$ cat src/rtl/core/eto_pkg.sv
// ----------------------------------------------------------------------------
// eto_pkg
// Shared types, register indexes and the sine table generator for the
// encoder tick odometry block.
// ----------------------------------------------------------------------------
package eto_pkg;

  // sine and cosine magnitudes, +1.0 is 65536
  localparam int unsigned SINE_W = 17;
  localparam int unsigned CFG_IDX_W = 3;
  localparam int unsigned CFG_DATA_W = 32;

  // fixed-point pi/2 in Q30
  localparam longint unsigned HalfPiQ30 = 64'd1686629713;

  // taylor series divisors (2k)(2k+1) for k = 1..10
  localparam longint unsigned TaylorDiv [10] = '{
    64'd6, 64'd20, 64'd42, 64'd72, 64'd110,
    64'd156, 64'd210, 64'd272, 64'd342, 64'd420
  };

  typedef enum logic [CFG_IDX_W-1:0] {
    REG_FWD_STEP  = 3'd0,
    REG_SIDE_STEP = 3'd1,
    REG_TURN_STEP = 3'd2,
    REG_START_X   = 3'd3,
    REG_START_Y   = 3'd4,
    REG_START_HDG = 3'd5
  } eto_reg_e;

  typedef struct packed {
    logic kind;
    logic left_wheel;
    logic clockwise;
  } eto_in_t;

  typedef struct packed {
    logic signed [31:0] pose_x;
    logic signed [31:0] pose_y;
    logic [23:0]        pose_heading;
  } eto_out_t;

  typedef struct packed {
    logic [15:0]        tick_forward_step;
    logic [15:0]        tick_sideways_step;
    logic [19:0]        tick_turn_step;
    logic signed [31:0] start_x;
    logic signed [31:0] start_y;
    logic [23:0]        start_heading;
  } eto_cfg_t;

  // one quarter-wave entry, evaluated at elaboration only
  function automatic logic [SINE_W-1:0] sine_entry(int unsigned idx, int unsigned addr_bits);
    longint unsigned x;
    longint unsigned x2;
    longint unsigned term;
    longint unsigned r;
    longint          sum;
    x    = (HalfPiQ30 * longint'(idx) + ((64'd1 << addr_bits) >> 1)) >> addr_bits;
    x2   = (x * x) >> 30;
    term = x;
    sum  = longint'(x);
    for (int k = 1; k <= 10; k++) begin
      term = (term * x2) >> 30;
      term = term / TaylorDiv[k-1];
      if ((k % 2) == 1) begin
        sum = sum - longint'(term);
      end else begin
        sum = sum + longint'(term);
      end
    end
    if (sum < 0) sum = 0;
    if (sum > (64'sd1 <<< 30)) sum = 64'sd1 <<< 30;
    r = (longint'(sum) + 64'd8192) >> 14;
    if (r > 64'd65536) r = 64'd65536;
    return SINE_W'(r);
  endfunction

endpackage

$ cat src/rtl/core/eto_pose_step.sv
// ----------------------------------------------------------------------------
// eto_pose_step
// Next-pose logic: rotates the tick step by the heading, rounds, adds with
// saturation and steps the heading; or reloads the start pose.
// ----------------------------------------------------------------------------
module eto_pose_step import eto_pkg::*; #(
  parameter int unsigned ANGLE_BITS    = 24,
  parameter int unsigned POSITION_BITS = 32
) (
  input  eto_in_t                         item_i,
  input  eto_cfg_t                        cfg_i,
  input  logic signed [POSITION_BITS-1:0] pos_x_i,
  input  logic signed [POSITION_BITS-1:0] pos_y_i,
  input  logic [ANGLE_BITS-1:0]           heading_i,
  input  logic [1:0]                      quad_i,
  input  logic [SINE_W-1:0]               tbl_a_i,
  input  logic [SINE_W-1:0]               tbl_b_i,
  output logic signed [POSITION_BITS-1:0] pos_x_o,
  output logic signed [POSITION_BITS-1:0] pos_y_o,
  output logic [ANGLE_BITS-1:0]           heading_o
);

  localparam int unsigned P   = POSITION_BITS;
  localparam int unsigned Ext = (POSITION_BITS > 32) ? POSITION_BITS : 32;
  localparam logic signed [P-1:0] PosMax = {1'b0, {(P-1){1'b1}}};
  localparam logic signed [P-1:0] PosMin = {1'b1, {(P-1){1'b0}}};

  logic               forward;
  logic signed [16:0] dx;
  logic signed [16:0] dy;
  logic signed [17:0] sin_v;
  logic signed [17:0] cos_v;
  logic [SINE_W-1:0]  sin_mag;
  logic [SINE_W-1:0]  cos_mag;
  logic signed [34:0] p_xc;
  logic signed [34:0] p_ys;
  logic signed [34:0] p_xs;
  logic signed [34:0] p_yc;
  logic signed [35:0] vx;
  logic signed [35:0] vy;
  logic signed [19:0] ax;
  logic signed [19:0] ay;
  logic signed [P:0]  sum_x;
  logic signed [P:0]  sum_y;
  logic signed [Ext-1:0] sx_e;
  logic signed [Ext-1:0] sy_e;
  logic [ANGLE_BITS-1:0] turn;

  assign forward = item_i.left_wheel ^ item_i.clockwise;
  assign dx = forward ? 17'(cfg_i.tick_forward_step) : -17'(cfg_i.tick_forward_step);
  assign dy = item_i.left_wheel ? -17'(cfg_i.tick_sideways_step)
                                : 17'(cfg_i.tick_sideways_step);

  // table port a reads the offset, port b its mirror; odd quadrants swap them
  assign sin_mag = quad_i[0] ? tbl_b_i : tbl_a_i;
  assign cos_mag = quad_i[0] ? tbl_a_i : tbl_b_i;
  assign sin_v   = quad_i[1] ? -18'(sin_mag) : 18'(sin_mag);
  assign cos_v   = (quad_i[1] ^ quad_i[0]) ? -18'(cos_mag) : 18'(cos_mag);

  assign p_xc = 35'(dx) * 35'(cos_v);
  assign p_ys = 35'(dy) * 35'(sin_v);
  assign p_xs = 35'(dx) * 35'(sin_v);
  assign p_yc = 35'(dy) * 35'(cos_v);
  assign vx   = 36'(p_xc) - 36'(p_ys) + 36'sd32768;
  assign vy   = 36'(p_xs) + 36'(p_yc) + 36'sd32768;
  assign ax   = vx[35:16];
  assign ay   = vy[35:16];

  assign sum_x = (P+1)'(pos_x_i) + (P+1)'(ax);
  assign sum_y = (P+1)'(pos_y_i) + (P+1)'(ay);

  assign sx_e = Ext'(cfg_i.start_x);
  assign sy_e = Ext'(cfg_i.start_y);
  assign turn = ANGLE_BITS'(cfg_i.tick_turn_step);

  always_comb begin
    if (item_i.kind) begin
      if (sx_e > Ext'(PosMax)) pos_x_o = PosMax;
      else if (sx_e < Ext'(PosMin)) pos_x_o = PosMin;
      else pos_x_o = P'(sx_e);
      if (sy_e > Ext'(PosMax)) pos_y_o = PosMax;
      else if (sy_e < Ext'(PosMin)) pos_y_o = PosMin;
      else pos_y_o = P'(sy_e);
      heading_o = ANGLE_BITS'(cfg_i.start_heading);
    end else begin
      // overflow when the two top bits of the sum disagree
      if (sum_x[P] != sum_x[P-1]) pos_x_o = sum_x[P] ? PosMin : PosMax;
      else pos_x_o = sum_x[P-1:0];
      if (sum_y[P] != sum_y[P-1]) pos_y_o = sum_y[P] ? PosMin : PosMax;
      else pos_y_o = sum_y[P-1:0];
      heading_o = item_i.clockwise ? heading_i + turn : heading_i - turn;
    end
  end

endmodule

$ cat config.mk
export PLATFORM = sky130hd
export DESIGN_NAME = eto_pose_step
export DESIGN_NICKNAME = d
export VERILOG_FILES = /design/src/rtl/core/eto_pkg.sv /design/src/rtl/core/eto_pose_step.sv
export SDC_FILE = /design/constraint.sdc
export NUM_CORES = 2
export LEC_CHECK = 0
export CAP_MARGIN = 20
export CORE_AREA = 3 3 306 278
export DETAILED_ROUTE_END_ITERATION = 8
export DIE_AREA = 0 0 309 281
export DONT_BUFFER_PORTS = 1
export GPL_TIMING_DRIVEN = 0
export PLACE_DENSITY_LB_ADDON = 0.12
export SETUP_SLACK_MARGIN = 0.15
export SLEW_MARGIN = 20
export SYNTH_ARGS = -nofsm -noshare
export SYNTH_HDL_FRONTEND = slang
export SYNTH_SLANG_ARGS = --single-unit
$ cat constraint.sdc
create_clock -name vclk -period 30.4
set_clock_uncertainty 0.1 [all_clocks]
set_input_delay 3.04 -clock vclk [all_inputs]
set_output_delay 3.04 -clock vclk [all_outputs]
set_load 0.05 [all_outputs]
==> results.py <==
metrics = {
    "synthesis": {
        "netlist_instances": 6128,
        "syn_nets": 8179,
        "yosys-top-cells-area": "fa_1, inv_1, ha_1",
        "avgSynthCellArea_um2": 8.66,
        "synthDominantCellAreaShare": 0.528,
        "yosysTopAreaCell": "fa_1",
        "synth_area_um2": 53100,
        "seq_area_frac_synth": 0,
        "synth_cell_types": 92,
        "yosys_warnings": 0,
    },
    "die": {
        "die_h_um": 281,
        "die_x_um": 309,
        "core_um2": 82300,
        "num_rows": 100,
        "boundaryPins": 355,
        "initial_core_util": 0.645,
        "die_area_um2": 86800,
    },
    "min_path": {
        "min_path_cells": 2,
        "hold_path.startpoint": "cfg_i[86]",
        "min_to": "pos_x_o[30]",
        "min_path_type": "primary input to output pin",
    },
    "setup_path": {
        "cp.required_ns": 27.26,
        "cp.depth": 52,
        "cpMaxStageDelayCell": "clkbuf_1",
        "cp-end-kind": "output pin",
        "cp_data_arrival_time_ns": 20.57,
        "critPathKind": "primary input to output pin",
        "cp.buffers_inverters": 13,
        "start_kind": "primary input",
        "critical-path-top-delay-family": "adder cells",
        "path_common_cell": "fa_1",
        "cp_max_fo": 13,
        "cp_slowest_stage_delay_ns": 0.98,
    },
    "finish": {
        "area_growth_pct": 4.99,
        "nets": 8234,
        "design.seq.count": 0,
        "fillers": 6653,
        "fin_cells": 7265,
        "drive_gt1_frac": 0.0403,
        "n_clock_buffer": 0,
        "post-route-util": 0.677,
        "regArea_um2": 0,
    },
    "drt": {
        "dr.pass1.iters": 9,
        "avgViaCountPerCell": 6.29,
        "vias": 45700,
        "drtIter0Drc": 4796,
        "ant_nets": 0,
        "wl_per_cell_um": 29.7,
        "drc": 0,
        "routed_wl_um": 216000,
    },
    "grt": {
        "grt_max_degree": 15,
        "grt_pass1_vias": 47600,
        "antenna_found_initial": 14,
        "grt_usage": 0.511,
        "gr-total-overflow": 0,
        "grt_pass1_wl_um": 312000,
    },
    "clocking": {
        "cts_resized": 0,
        "holdBufCountCts": 0,
        "cts_setup_buffers": 0,
    },
    "sta": {
        "setup-tns-final_ns": 0,
        "finalSetupViolCount": 0,
        "whs_ns": 6.22,
        "fmax_mhz": 42.2,
        "hold_violations": 0,
        "final_max_slew_viol_count": 0,
        "relSlewSlack": 0.0289,
        "worst_pin_slew_ns": 1.46,
        "min_period_over_period": 0.780,
        "min_period_ns": 23.71,
        "rsz0062_at_grt": "false",
    },
    "placed_design": {
        "portBuffers": 0,
        "dp.cells": 7248,
        "hpwl_um": 177000,
        "gp_congestion": 1.14,
    },
    "run": {
        "maxCapViolCount": 0,
    },
    "status": {
        "status": "finished, final reports clean",
    },
}
## cells by family (layout without fill, tap and decap cells)
family	count (synthesis)	count (layout)	synth area share
buf+inv	1730	1783	0.123
compound gates	558	558	0.0686
xor+xnor	266	266	0.0447
mux	42	42	0.00827
fa+ha+maj	1811	1811	0.624
simple gates	1721	1721	0.131
other cells	0	13	0
## cells in the final DEF, fill, tap and decap left out, types with 52 or more instances in the layout
| cell type | count |
|---|---|
| xor2_1 | 85 |
| fa_1 | 1401 |
| nor3_1 | 56 |
| ha_1 | 383 |
| inv_1 | 1467 |
| a21oi_1 | 140 |
| xnor2_1 | 120 |
| a21o_1 | 65 |
| nor2_1 | 812 |
| o21ai_0 | 95 |
| nand2_1 | 685 |
| o21ai_1 | 52 |
| clkbuf_1 | 185 |
## layout make-up
class | count | area, um^2 | share of cell area
antenna | 13 | 32.5 | 0.000584
tap | 1071 | 1340 | 0.0240
timing repair buffer | 53 | 627 | 0.0112
buffer | 256 | 1060 | 0.0191
multi-input combinational | 4398 | 47100 | 0.846
inverter | 1474 | 5530 | 0.0993
## worst max path at each step
| stage | startpoint | to | slack (ns) |
|---|---|---|---|
| 6_report | quad_i[0] | pos_x_o[21] | 6.69 |
| 2_1_floorplan | quad_i[0] | pos_x_o[29] | 10.33 |
| 3_3_place_gp | quad_i[0] | pos_x_o[29] | 5.42 |
| 4_1_cts | quad_i[0] | pos_x_o[22] | 7.22 |
| 5_1_grt | quad_i[0] | pos_x_o[21] | 5.97 |
| 3_5_place_dp | quad_i[0] | pos_x_o[22] | 7.27 |
## per-layer routing
metal / global-route usage / wire, um / share of wire / vias up
met5: 0.0127 / 137 / 0.00064 / -
met4: 0.368 / 21600 / 0.10 / 10
met3: 0.250 / 34400 / 0.16 / 1056
met2: 0.719 / 87800 / 0.41 / 3574
met1: 0.608 / 71800 / 0.33 / 22900
li1: - / - / - / 18200
## Yosys cell counts, types with 10 or more instances
cell type and number:
inv_1 1467, fa_1 1401, nor2_1 813, nand2_1 685, ha_1 383, clkbuf_1 224
xnor2_1 151, a21oi_1 141, o21ai_0 134, xor2_1 109, a21o_1 65, nor3_1 56
nand3_1 35, mux2i_1 30, maj3_1 27, nand2b_1 26, buf_2 25, a2bb2oi_1 21
a31oi_1 21, o31ai_1 21, and2_1 17, o21bai_1 16, and3_1 15, nor4_1 13
o21ai_1 13, o211ai_1 12, o21a_1 12, mux2_2 11, nor3b_1 11, a211oi_1 10
## through the flow
step                setup slack (ns)  instance area (um^2)
global placement                5.42                 54400
CTS                             7.22                 55600
detailed placement              7.27                 55600
global route                    5.97                 55700
floorplan                      10.33                 53100
finish                          6.69                 55700
